===== src/rtl/assert_macros.svh =====
// Assertion macros for the texture mask block.
`ifndef ASSERT_MACROS_SVH
`define ASSERT_MACROS_SVH
`ifndef SYNTHESIS
// Checked while out of reset.
`define MLVT_ASSERT(lbl, prop) \
  lbl: assert property (@(posedge clk) disable iff (!rst_n) prop) \
    else $error("mlvt assertion failed");
// Checked at every edge, reset included.
`define MLVT_ASSERT_ALWAYS(lbl, prop) \
  lbl: assert property (@(posedge clk) prop) else $error("mlvt assertion failed");
`else
`define MLVT_ASSERT(lbl, prop)
`define MLVT_ASSERT_ALWAYS(lbl, prop)
`endif
`endif


===== src/rtl/mlvt_pkg.sv =====
// Shared types, constants and helpers for the texture mask block.
package mlvt_pkg;

  localparam int MAX_WIDTH  = 1024;
  localparam int MAX_HEIGHT = 1024;
  localparam int COL_W      = $clog2(MAX_WIDTH);
  localparam int DIM_W      = 11;
  localparam int PIX_IDX_W  = 20;
  localparam int DIV_STEPS  = PIX_IDX_W;
  localparam int ENTRY_W    = 9;

  localparam logic [DIM_W-1:0] WIDTH_RST  = 11'd640;
  localparam logic [DIM_W-1:0] HEIGHT_RST = 11'd480;
  localparam logic [7:0]       THR_RST    = 8'd3;

  typedef enum logic [1:0] {
    CFG_FRAME_WIDTH  = 2'd0,
    CFG_FRAME_HEIGHT = 2'd1,
    CFG_VAR_THRESH   = 2'd2,
    CFG_UNUSED       = 2'd3
  } cfg_addr_t;

  typedef enum logic [2:0] {
    ST_IDLE,
    ST_START,
    ST_DIV,
    ST_SHIFT,
    ST_ACC,
    ST_MUL,
    ST_CMP
  } state_t;

  typedef struct packed {
    logic       mode;
    logic [7:0] pixel_value;
    logic       in_mask;
  } in_item_t;

  typedef struct packed {
    logic             textured;
    logic [COL_W-1:0] out_col;
    logic [COL_W-1:0] out_row;
    logic             frame_last;
  } out_item_t;

  typedef struct packed {
    logic load;
    logic start;
    logic div_step;
    logic shift;
    logic acc_step;
    logic mul;
    logic finish;
  } cmd_t;

  typedef struct packed {
    logic skip;
    logic need_div;
    logic div_done;
    logic has_result;
    logic acc_done;
    logic out_busy;
  } status_t;

  // Window slot of neighbor k, skipping the center slot.
  function automatic logic [3:0] nb_pos(input logic [2:0] k);
    nb_pos = (k < 3'd4) ? {1'b0, k} : ({1'b0, k} + 4'd1);
  endfunction

  // n*n for a neighbor count of 0..8.
  function automatic logic [6:0] count_sq(input logic [3:0] n);
    case (n)
      4'd1:    count_sq = 7'd1;
      4'd2:    count_sq = 7'd4;
      4'd3:    count_sq = 7'd9;
      4'd4:    count_sq = 7'd16;
      4'd5:    count_sq = 7'd25;
      4'd6:    count_sq = 7'd36;
      4'd7:    count_sq = 7'd49;
      4'd8:    count_sq = 7'd64;
      default: count_sq = 7'd0;
    endcase
  endfunction

endpackage


===== src/rtl/mlvt_ctrl.sv =====
// Sequencer for the texture mask block.
module mlvt_ctrl (
  input  logic              clk,
  input  logic              rst_n,
  input  logic              in_valid,
  output logic              in_ready,
  input  mlvt_pkg::status_t sts,
  output mlvt_pkg::cmd_t    cmd,
  output mlvt_pkg::state_t  state
);

  mlvt_pkg::state_t state_r, state_nxt;

  always_ff @(posedge clk) begin
    if (!rst_n) begin
      state_r <= mlvt_pkg::ST_IDLE;
    end else begin
      state_r <= state_nxt;
    end
  end

  always_comb begin
    state_nxt = state_r;
    unique case (state_r)
      mlvt_pkg::ST_IDLE:  if (in_valid) state_nxt = mlvt_pkg::ST_START;
      mlvt_pkg::ST_START: begin
        if (sts.skip)          state_nxt = mlvt_pkg::ST_IDLE;
        else if (sts.need_div) state_nxt = mlvt_pkg::ST_DIV;
        else                   state_nxt = mlvt_pkg::ST_SHIFT;
      end
      mlvt_pkg::ST_DIV:   if (sts.div_done) state_nxt = mlvt_pkg::ST_SHIFT;
      mlvt_pkg::ST_SHIFT: begin
        state_nxt = sts.has_result ? mlvt_pkg::ST_ACC : mlvt_pkg::ST_IDLE;
      end
      mlvt_pkg::ST_ACC:   if (sts.acc_done) state_nxt = mlvt_pkg::ST_MUL;
      mlvt_pkg::ST_MUL:   state_nxt = mlvt_pkg::ST_CMP;
      mlvt_pkg::ST_CMP:   if (!sts.out_busy) state_nxt = mlvt_pkg::ST_IDLE;
      default:            state_nxt = mlvt_pkg::ST_IDLE;
    endcase
  end

  always_comb begin
    cmd      = '0;
    in_ready = 1'b0;
    unique case (state_r)
      mlvt_pkg::ST_IDLE: begin
        in_ready = 1'b1;
        cmd.load = in_valid;
      end
      mlvt_pkg::ST_START: cmd.start    = 1'b1;
      mlvt_pkg::ST_DIV:   cmd.div_step = 1'b1;
      mlvt_pkg::ST_SHIFT: cmd.shift    = 1'b1;
      mlvt_pkg::ST_ACC:   cmd.acc_step = 1'b1;
      mlvt_pkg::ST_MUL:   cmd.mul      = 1'b1;
      mlvt_pkg::ST_CMP:   cmd.finish   = !sts.out_busy;
      default: ;
    endcase
  end

  assign state = state_r;

endmodule


===== config.mk =====
export PLATFORM = sky130hd
export DESIGN_NAME = mlvt_ctrl
export DESIGN_NICKNAME = d
export VERILOG_FILES = /design/src/rtl/assert_macros.svh /design/src/rtl/mlvt_pkg.sv /design/src/rtl/mlvt_ctrl.sv
export SDC_FILE = /design/constraint.sdc
export NUM_CORES = 1
export LEC_CHECK = 0
export ABC_AREA = 1
export BUFFER_PORTS_ARGS = -buffer_cell sky130_fd_sc_hd__buf_2
export CAP_MARGIN = 5
export CORE_AREA = 2 2 39 41
export DETAILED_ROUTE_END_ITERATION = 10
export DIE_AREA = 0 0 41 43
export GPL_TIMING_DRIVEN = 0
export MAX_ROUTING_LAYER = met4
export PLACE_DENSITY = 0.59
export REMOVE_ABC_BUFFERS = 1
export SETUP_SLACK_MARGIN = 0.3
export SLEW_MARGIN = 20
export SYNTH_ARGS = -nofsm -noshare
export SYNTH_HDL_FRONTEND = slang
export SYNTH_SLANG_ARGS = --single-unit

===== constraint.sdc =====
create_clock -name clk -period 1.15 [get_ports clk]
set_clock_uncertainty 0.15 [all_clocks]
set_input_delay 0.1725 -clock clk [delete_from_list [all_inputs] [get_ports clk]]
set_output_delay 0.1725 -clock clk [all_outputs]
set_load 0.01 [all_outputs]

# After elaboration in Yosys (flattened, before gate mapping)
# Index checks and enable logic that the tools add are counted.
[totals]
register_bits = 3
latchBits = 0
ram_bits = 0
mem_bits_ro = 0
input_bits = 9
out_inout_bits = 11
word_cells = 30
n_memories = 0
[classes]
add_sub_neg = 0
multipliers = 0
div_mod_pow = 0
n_lt_le_gt_ge = 0
eq_ne = 10
n_shift = 0
muxes = 16
n_bitwise = 0
n_reduce_logical = 3
[op_table]
columns = ["operator", "n"]
rows = [
  ["3-bit case mux with 7 select lines", 1],
  ["3-bit 2-to-1 mux", 5],
  ["3-bit equality test (second input constant)", 3],
  ["1-bit 2-to-1 mux", 9],
  ["2-bit inequality test (second input constant)", 4],
  ["3-bit by 2-bit equality test with 1-bit output (second input constant)", 2],
  ["4-bit AND reduction", 1],
  ["3-bit by 1-bit equality test with 1-bit output (second input constant)", 1],
  ["3-bit logical NOT", 1],
  ["2-bit 2-to-1 mux", 1],
  ["1-bit logical NOT", 1],
]

# Longest topological paths before layout
# Gate-level depths: netlist of the first run.
[depth]
depth_word = 3
depth_mapped = 8
mapped_depth_nobuf = 7

# Worst setup path after synthesis of the first run
# Ideal clock, no wire load.
[synth_path]
path_type = "register to register"
start = "reg state_r[2], in the netlist state[2]"
end = "reg state_r[0], in the netlist state[0]"
setup_time_ns = 0.111
t_arrival_ns = 1.012
required_time_ns = 0.889
slack_ns = -0.123
stages_incl_launch_ff = 9
n_path_buf = 1
period_less_slack_ns = 1.273
path_cell_list = "dfxtp_1 > buf_6 > inv_1 > nand3_1 > nand2_2 > nor2_4 > nand2_1 > nand2_1 > nor2_1"
[synth_via]
elab_chain_len = 3
elab_cells_between_ends = 13
classes_between = "eq/ne: 10; mux: 1; reduce/logical: 2"
[synth_rtl]
columns = ["element", "line_no", "source"]
rows = [
  ["from (decl)", "mlvt_ctrl.sv:12", "mlvt_pkg::state_t state_r, state_nxt;"],
  ["from (signal assigned)", "mlvt_ctrl.sv:16", "state_r <= mlvt_pkg::ST_IDLE;"],
  ["from (signal assigned)", "mlvt_ctrl.sv:18", "state_r <= state_nxt;"],
  ["3-bit by 2-bit equality test with 1-bit output, or another cell as far along", "mlvt_ctrl.sv:24", "unique case (state_r)"],
  ["2-bit inequality test (no line)", "--", ""],
  ["4-bit AND reduction (no line)", "--", ""],
]
# Several ways; a longest one is shown, not always the timed one.
# A chain may end at the register's enable or synchronous reset.

==> run metrics, run 1 <==
RSZ-0062 raised after global routing yes; Slew HR 0.894; Nets 85; PD cells 1690 nW/µm²; Peak VDD IR 0.000883 V; Cells after Synth 48; Die Area 1760 µm²; Slowest Stage Delay on Critical Path 0.37 ns; largest area contributor in the netlist dfxtp_1; MaxCap Viol Count 0; wire per inst 9.44 µm; hold crit path type input pin to flop; CP Cell Sequence nor2_4, inv_2, nor3_2, buf_2; Main synth FF type dfxtp_1; Port Buffers 19; antenna diode instance count 0; pre-CTS setup slack -0.342 ns; core region area around 1400 µm²; post-route setup TNS -1.65 ns; M2 GR Usage 0.163; First-pass DRT Iterations 2; post-synthesis mux area share 0; TritonCTS clock tree built; Num Clock Sinks 3; distinct cell type count after synthesis 15; gr usage total 0.115; Rows 14; CP arrival 1.00 ns; post-synthesis xor/xnor area fraction 0; post-synthesis register bit count 3; Starting DRT DRC Count 3; Worst Tran Pin Value 0.157 ns; main combinational cell family by area after synthesis simple AND/OR/NAND/NOR gates; Synth Area in Compound Gates 0.0177; hold-fix buffers at CTS 0; global routing usage on met3 0.0628; largest net degree at the start of global routing 10; H-tree Lvls 1; total power between 0.9 and 1 mW; Top Usage Layer GRT met2; outcome finished with violations; Synth top area share 0.212; vias in the first global route 333; Crit path max-delay family flip-flops; Post-synth EDFFs 0; Max Clock Freq 0.757 GHz; CTS Buf Count 3; failing checks setup timing; Die Y 43 µm; via/cell ratio 4.11; share of cells above drive strength 1 0.627; WP data required between 0.8 and 0.9 ns; root buf cell clkbuf_4; insertion delay of the later-clocked pin in the worst-skew pair 0.23 ns; Simple-Gate Fraction of Synth Area 0.584; Worst path slowest cell dfxtp_4; max reg flops 3; Residual DRC 0; WP buf/inv 2; CTS max path bufs 2; WS Path Type flop to output port; Post-synth top cells 10 x nand2_1, 10 x nor2_1, 7 x inv_1; synthesized area 283 µm²; setup ws final -0.171 ns; total number of vias 374; # IOs 20; Max Slew Vio Count 0; final hold violation count 0; post-synthesis async set-or-reset flop share 0; endpoint class of the critical path output port; LEAKAGE 0.291 nW; Setup crit start kind flop; first-pass GRT wire length 1.37 mm; initial core utilization 0.204; number of nets still failing antenna checks after routing 0; GR Overflow Total 0; routed wire length 859 µm; die width 41 µm; Period Utilization, post-route 1.15; global placement routability congestion 0.711; initial antenna violation count 0; largest cells by area after synthesis dfxtp_1 21%, nand2_1 13%, nor2_1 13%; Synth Area per Inst between 5 and 6 µm²; fraction of met1 tracks used by global routing 0.154; Final HPWL DP roughly 540 µm; Seq/Total Area, Yosys 0.212; YS warnings 0; Tmin final 1.32 ns; # setup viols final 14; synthesis-to-finish area growth 90.3%; Adder-Cell Fraction of Synth Area 0; crit path max fanout 6; clk slew on worst S/H paths 0.04 ns
## what timing repair did
action	CTS	global route
gates resized for setup	18	9
pin swaps	5	4
setup buffers	5	1
endpoints found under the setup margin	14	14
## path summary, 6_finish.rpt
check / start / end / slack [ns] / cells after the start
worst max-delay path: state[0] / cmd[6] / -0.17 / 4
worst min-delay path: rst_n / state[1] / 0.03 / 3
worst min register to register: state[1] / state[2] / 0.47 / 4
worst max register to register: state[0] / state[2] / -0.14 / 8
## where the power goes
group / switching (mW) / total [mW] / internal [mW]
logic: 0.260 / 0.525 / 0.264
clock network: 0.0529 / 0.183 / 0.130
registers: 0.0661 / 0.204 / 0.138
total: 0.379 / 0.912 / 0.533
## worst min-delay path, delay by kind of cell
kind          cells  cell delay, ns
buf+inv           1            0.11
simple gates      2            0.09
## cell usage in the layout, fill, tap and decap left out
cell / instances
buf_2: 15
nor2_1: 9
nand2_1: 9
buf_6: 6
inv_1: 5
nor3_2: 4
buf_4: 4
nor2_4: 3
clkbuf_4: 3
dfxtp_4: 3
inv_2: 2
nand3_2: 2
nand2_2: 2
inv_4: 1
nand2_4: 1
nor2_2: 1
nand4_1: 1
nand3b_1: 1
a21oi_1: 1
nand3_1: 1
clkbuf_1: 1
## routing by layer
layer  vias to the layer above  wire (µm)
met3                         0         70
met1                       159        359
met2                        13        430
li1                        202          -
met4                         0          0
met5                         -          0
## cell families (layout without fill, tap and decap cells)
family | Yosys count | in the layout
DFF | 3 | 3
AOI/OAI and AO/OA | 1 | 1
and+or+nand+nor | 34 | 34
buffers and inverters | 10 | 37
## stage by stage
| stage | utilization | cells | area, µm² | hold WS (ns) |
|---|---|---|---|---|
| final | 0.389 | 91 | 538 | 0.0257 |
| after global routing | 0.389 | 91 | 538 | 0.0297 |
| after CTS | 0.354 | 90 | 490 | 0.0141 |
| after detailed placement | 0.271 | 81 | 375 | 0.267 |
| after global placement | 0.271 | 81 | 375 | 0.262 |
| after floorplan | - | 46 | 260 | 0.143 |
## area by class of cell
type / count / area (µm²)
Clock buffer: 4 / 26.3
Fill cell: 162 / 846
Inverter: 8 / 32.5
Multi-Input combinational cell: 35 / 215
Sequential cell: 3 / 71.3
Tap cell: 16 / 20.0
Timing Repair Buffer: 25 / 173
No activity file was read; power rests on OpenSTA's default activity.
==> run 2, diff against run 1 <==
--- a/config.mk
+++ b/config.mk
@@ -20,3 +20,4 @@
 export SYNTH_ARGS = -nofsm -noshare
 export SYNTH_HDL_FRONTEND = slang
 export SYNTH_SLANG_ARGS = --single-unit
+export TNS_END_PERCENT = 1
==> run 2 against run 1 <==
Effect of this change:
- the run still ends with setup timing left
- sequential power shrank 3%
- worst hold slack worse by 0.00096 ns
- register-to-register slack barely moved
- clock power about the same
- critical path type unchanged
- critical path depth fell by 1
- cell area decreased by 6.0%
- non-clock buffer count unchanged
- sequential cell count stayed put
- highest routed layer unchanged
- routed wire length is 4.8% lower
- largest cell class unchanged
==> run metrics, run 2 (synthesis gave the netlist of run 1 again) <==
fillers 164 (was 162); CTS max path bufs 2 (unchanged); insertion delay of the later-clocked pin in the worst-skew pair 0.23 ns (about the same); commonest non-fill, non-tap cell in the layout buf_2 (unchanged); Clk pwr share 0.220 (was 0.201); total number of vias 365 (was 374); PD cells 1650 nW/µm² (was 1690 nW/µm²); outcome finished with violations (unchanged); clk slew on worst S/H paths 0.04 ns (about the same); crit path max fanout 6 (unchanged); Final HPWL DP 536 µm (unchanged); Max Clock Freq 0.754 GHz (was 0.757 GHz); First-pass DRT Iterations 2 (unchanged); initial antenna violation count 0 (unchanged); Slowest Stage Delay on Critical Path 0.36 ns (was 0.37 ns); TritonCTS clock tree built (unchanged); Worst Tran Pin Value 0.159 ns (was 0.157 ns); GR Overflow Total 0 (unchanged); CP Cell Sequence buf_6, nor3_2, buf_2 (was nor2_4, inv_2, nor3_2, buf_2); Switching Fraction 0.419 (was 0.416); Period Utilization, post-route 1.15 (about the same); # setup viols final 13 (was 14); largest net degree at the start of global routing 10 (unchanged); Peak VDD IR 0.000733 V (was 0.000883 V); Top Usage Layer GRT met1 (was met2); setup ws final -0.176 ns (was -0.171 ns); LEAKAGE 0.281 nW (was 0.291 nW); Num Clock Sinks 3 (unchanged); MaxCap Viol Count 0 (unchanged); max reg flops 3 (unchanged); hold crit path type input pin to flop (unchanged); hold-fix buffers at CTS 0 (unchanged); fraction of met1 tracks used by global routing 0.154 (unchanged); first-pass GRT wire length 1.33 mm (was 1.37 mm); Nets 85 (unchanged); global routing usage on met3 0.0628 (unchanged); routed wire length 818 µm (was 859 µm); Setup crit start kind flop (unchanged); Port Buffers 19 (unchanged); core region area 1380 µm² (unchanged); global placement routability congestion 0.711 (unchanged); pre-CTS setup slack -0.342 ns (unchanged); most frequent cells in the layout 17 x buf_2, 9 x nor2_1, 9 x nand2_1 (was 15 x buf_2, 9 x nor2_1, 9 x nand2_1); Tmin final 1.33 ns (was 1.32 ns); M2 GR Usage 0.150 (was 0.163); Worst path slowest cell dfxtp_4 (unchanged); share of cells above drive strength 1 0.613 (was 0.627); via/cell ratio 4.01 (was 4.11); vias in the first global route 314 (was 333); Starting DRT DRC Count 3 (unchanged); synthesis-to-finish area growth 78.8% (was 90.3%); endpoint class of the critical path output port (unchanged); WS Path Type flop to output port (unchanged); P_sw 0.349 mW (was 0.379 mW); Rows 14 (unchanged); die width 41 µm (unchanged); final hold violation count 0 (unchanged); sequential share of power 0.236 (was 0.224); number of nets still failing antenna checks after routing 0 (unchanged); wire per inst 8.99 µm (was 9.44 µm); WP data required 0.83 ns (about the same); antenna diode instance count 0 (unchanged); Residual DRC 0 (unchanged); root buf cell clkbuf_4 (unchanged); total power 0.833 mW (was 0.912 mW); failing checks setup timing (unchanged); CTS Buf Count 3 (unchanged); Slew HR 0.893 (was 0.894); Die Y 43 µm (unchanged); # IOs 20 (unchanged); Max Slew Vio Count 0 (unchanged); CP arrival 1.00 ns (about the same); internal power 0.484 mW (was 0.533 mW); RSZ-0062 raised after global routing yes (unchanged); initial core utilization 0.204 (unchanged); gr usage total 0.111 (was 0.115); H-tree Lvls 1 (unchanged); Final Util 0.365 (was 0.389); Comb pwr share 0.544 (was 0.575); Die Area 1760 µm² (unchanged)
-- run 2: cell counts in the layout (fill, tap and decap cells not counted) --
No cell type changed its count.
-- run 2: per-stage QoR --
stage,instances,instance area [µm²],hold slack (ns),TNS (ns)
after floorplan,46,260,0.143,-0.965
after global placement,81,375,0.262,-1.78
after detailed placement,81,375,0.267,-1.78
after CTS,90,480,0.0141,-1.66
after global routing,91,505,0.0297,-2.46
final,91,505,0.0248,-1.58
-- run 2: per-layer routing --
metal	wire length, µm	vias up
met5	0	-
met4	0	0
met3	68	0
met2	388	13
met1	360	150
li1	-	202
-- run 2: cell type report --
| cell class | count | area [µm²] | share of cell area |
|---|---|---|---|
| multi-input cells | 35 | 195 | 0.386 |
| repair buffers | 25 | 160 | 0.317 |
| flip-flops and latches | 3 | 71.3 | 0.141 |
| inverters | 8 | 32.5 | 0.0644 |
| clock buffers | 4 | 26.3 | 0.0520 |
| well taps | 16 | 20.0 | 0.0396 |
-- run 2: final timing paths --
check | end | cells after the start | startpoint | slack (ns)
setup / recovery | cmd[6] | 3 | state[2] | -0.18
hold / removal | state[1] | 3 | rst_n | 0.02
setup reg to reg | state[2] | 8 | state[0] | -0.13
hold reg to reg | state[2] | 4 | state[1] | 0.47
-- run 2: power by group through the flow --
| stage | clock (mW) | combinational [mW] | sequential (mW) |
|---|---|---|---|
| after floorplan | 0 | 0.211 | 0.185 |
| after global placement | 0 | 0.325 | 0.186 |
| after CTS | 0.189 | 0.438 | 0.191 |
| final | 0.183 | 0.453 | 0.197 |
| after global routing | 0.203 | 0.508 | 0.202 |
| after detailed placement | 0 | 0.325 | 0.185 |
-- run 2: repair_timing --
action / 4_1_cts / 5_1_grt
setup endpoints to repair: 14 / 14
pin swaps: 3 / 3
resized for setup: 15 / 9
buffers inserted: 5 / 1
-- run 2: critical path: cells and delay by family, from the launching register on --
family,cells,cell delay (ns)
buffers and inverters,2,0.27
DFF,1,0.36
and+or+nand+nor,1,0.14
==> run 3, diff against run 2 <==
--- a/config.mk
+++ b/config.mk
@@ -13,7 +13,7 @@
 export DIE_AREA = 0 0 41 43
 export GPL_TIMING_DRIVEN = 0
 export MAX_ROUTING_LAYER = met4
-export PLACE_DENSITY = 0.59
+export PLACE_DENSITY = 0.57
 export REMOVE_ABC_BUFFERS = 1
 export SETUP_SLACK_MARGIN = 0.3
 export SLEW_MARGIN = 20
==> constraint.sdc (replaced) <==
create_clock -name clk -period 1.7 [get_ports clk]
set_clock_uncertainty 0.15 [all_clocks]
set_input_delay 0.255 -clock clk [delete_from_list [all_inputs] [get_ports clk]]
set_output_delay 0.255 -clock clk [all_outputs]
set_load 0.01 [all_outputs]
==> run 3 against run 2 <==
Effect of this change:
- the flow now finishes without violations
- cell area fell by 8.4%
- die area unchanged
- sequential cell count unchanged
- non-clock buffer count unchanged
- core utilization fell by 3.1 points
- first-iteration DRC count up 33%
- clock power decreased by 33%
- cell count unchanged
- critical path depth did not move
- sequential power decreased by 36%
- combinational power shrank 34%
- worst hold slack improved by 0.092 ns
- critical path type unchanged
- highest routed layer unchanged
==> run metrics, run 3 (synthesis gave the netlist of run 1 again) <==
outcome finished clean (was finished with violations); synthesis-to-finish area growth 63.7% (was 78.8%); PD cells 1180 nW/µm² (was 1650 nW/µm²); commonest non-fill, non-tap cell in the layout buf_2 (unchanged); routed wl met3 50 µm (was 68 µm); hold crit path type input pin to flop (unchanged); Worst path slowest cell dfxtp_4 (unchanged); routed length on met1 342 µm (was 360 µm); Final HPWL DP 552 µm (was 536 µm); CTS Buf Count 3 (unchanged); initial antenna violation count 0 (unchanged); insertion delay of the later-clocked pin in the worst-skew pair 0.23 ns (about the same); initial core utilization 0.204 (unchanged); TritonCTS clock tree built (unchanged); crit path max fanout 7 (was 6); max reg flops 3 (unchanged); Port Buffers 19 (unchanged); MaxCap Viol Count 0 (unchanged); hold depth 3 (unchanged); Peak VDD IR 0.000584 V (was 0.000733 V); CTS max path bufs 2 (unchanged); Max Clock Freq 0.721 GHz; # IOs 20 (unchanged); routed wire length 812 µm (was 818 µm); Die Area 1760 µm² (unchanged); total number of vias 386 (was 365); final hold violation count 0 (unchanged); Rows 14 (unchanged); global placement routability congestion 0.726 (was 0.711); CP arrival 0.98 ns (was 1.00 ns); via/cell ratio 4.24 (was 4.01); H-tree Lvls 1 (unchanged); wire per inst 8.92 µm (was 8.99 µm); vias in the first global route 296 (was 314); hold-fix buffers at CTS 0 (unchanged); CP Cell Sequence nand2_1, nor3_1, buf_2 (was buf_6, nor3_2, buf_2); clk slew on worst S/H paths 0.04 ns (about the same); endpoint class of the critical path output port (unchanged); Worst Tran Pin Value 0.178 ns (was 0.159 ns); LEAKAGE 0.272 nW (was 0.281 nW); Starting DRT DRC Count 4 (was 3); Max Used Layer met3 (unchanged); WS Path Type flop to output port (unchanged); Die Y 43 µm (unchanged); Tmin final 1.39 ns; post-placement cell count 81 (unchanged); post-route setup TNS 0 ns (was -1.58 ns); GR Overflow Total 0 (unchanged); Nets 85 (unchanged); Period Utilization, post-route 0.816; non-filler instance count after layout 91 (unchanged); antenna diode instance count 0 (unchanged); First-pass DRT Iterations 4 (was 2); WP data required 1.29 ns (was 0.83 ns); share of cells above drive strength 1 0.533 (was 0.613); Residual DRC 0 (unchanged); root buf cell clkbuf_4 (unchanged); Num Clock Sinks 3 (unchanged); core region area 1380 µm² (unchanged); gr usage total 0.0883 (was 0.111); Setup crit start kind flop (unchanged); met2 wire length 418 µm (was 388 µm); first-pass GRT wire length 1.12 mm (was 1.33 mm); most frequent cells in the layout 19 x buf_2, 10 x nand2_1, 10 x nor2_1 (was 17 x buf_2, 9 x nor2_1, 9 x nand2_1); # setup viols final 0 (was 13); number of nets still failing antenna checks after routing 0 (unchanged); Slowest Stage Delay on Critical Path 0.38 ns (was 0.36 ns); largest net degree at the start of global routing 12 (was 10); die width 41 µm (unchanged); Slew HR 0.881 (was 0.893); FF-to-FF path depth 9 (was 8); Max Slew Vio Count 0 (unchanged); RSZ-0062 raised after global routing yes (unchanged)
## run 3: layout make-up
type | instances | area, µm²
clock buffer | 4 | 26.3
fill | 164 | 921
inverter | 8 | 30.0
multi-input combinational | 35 | 180
sequential | 3 | 71.3
tap | 16 | 20.0
timing repair buffer | 25 | 135
## run 3: worst paths after layout
path,from,endpoint,slack [ns]
worst min-delay path,rst_n,state[1],0.12
worst min register to register,state[2],state[0],0.51
worst max-delay path,state[2],cmd[0],0.31
worst max register to register,state[0],state[0],0.33
## run 3: per-stage QoR
stage / util / setup WS, ns / hold slack (ns) / power, mW / area [µm²]
after floorplan: - / 0.322 / 0.225 / 0.268 / 260
after global placement: 0.271 / 0.208 / 0.348 / 0.346 / 375
after detailed placement: 0.271 / 0.204 / 0.351 / 0.349 / 375
after CTS: 0.327 / 0.263 / 0.117 / 0.547 / 453
after global routing: 0.335 / 0.221 / 0.131 / 0.595 / 463
final: 0.335 / 0.312 / 0.117 / 0.548 / 463
## run 3: where the power goes
group / switching (mW) / internal [mW]
sequential: 0.0342 / 0.0933
combinational: 0.156 / 0.142
clock: 0.0346 / 0.0878
## run 3: repair_timing
action	4_1_cts	5_1_grt
endpoints found under the setup margin	12	11
hold endpoints to repair	0	0
gates resized for setup	9	0
pin swaps	2	2
gates cloned	0	0
setup buffers	4	2
## run 3: per-layer routing
metal,GRT usage,up-vias
li1,-,202
met1,0.112,171
met2,0.141,13
met3,0.0314,0
met4,0,0
met5,-,-
## run 3: worst max-delay path: cells and delay by family (launching register included)
kind	cells	cell delay, ns
flops	1	0.38
simple gates	2	0.21
buf+inv	1	0.16
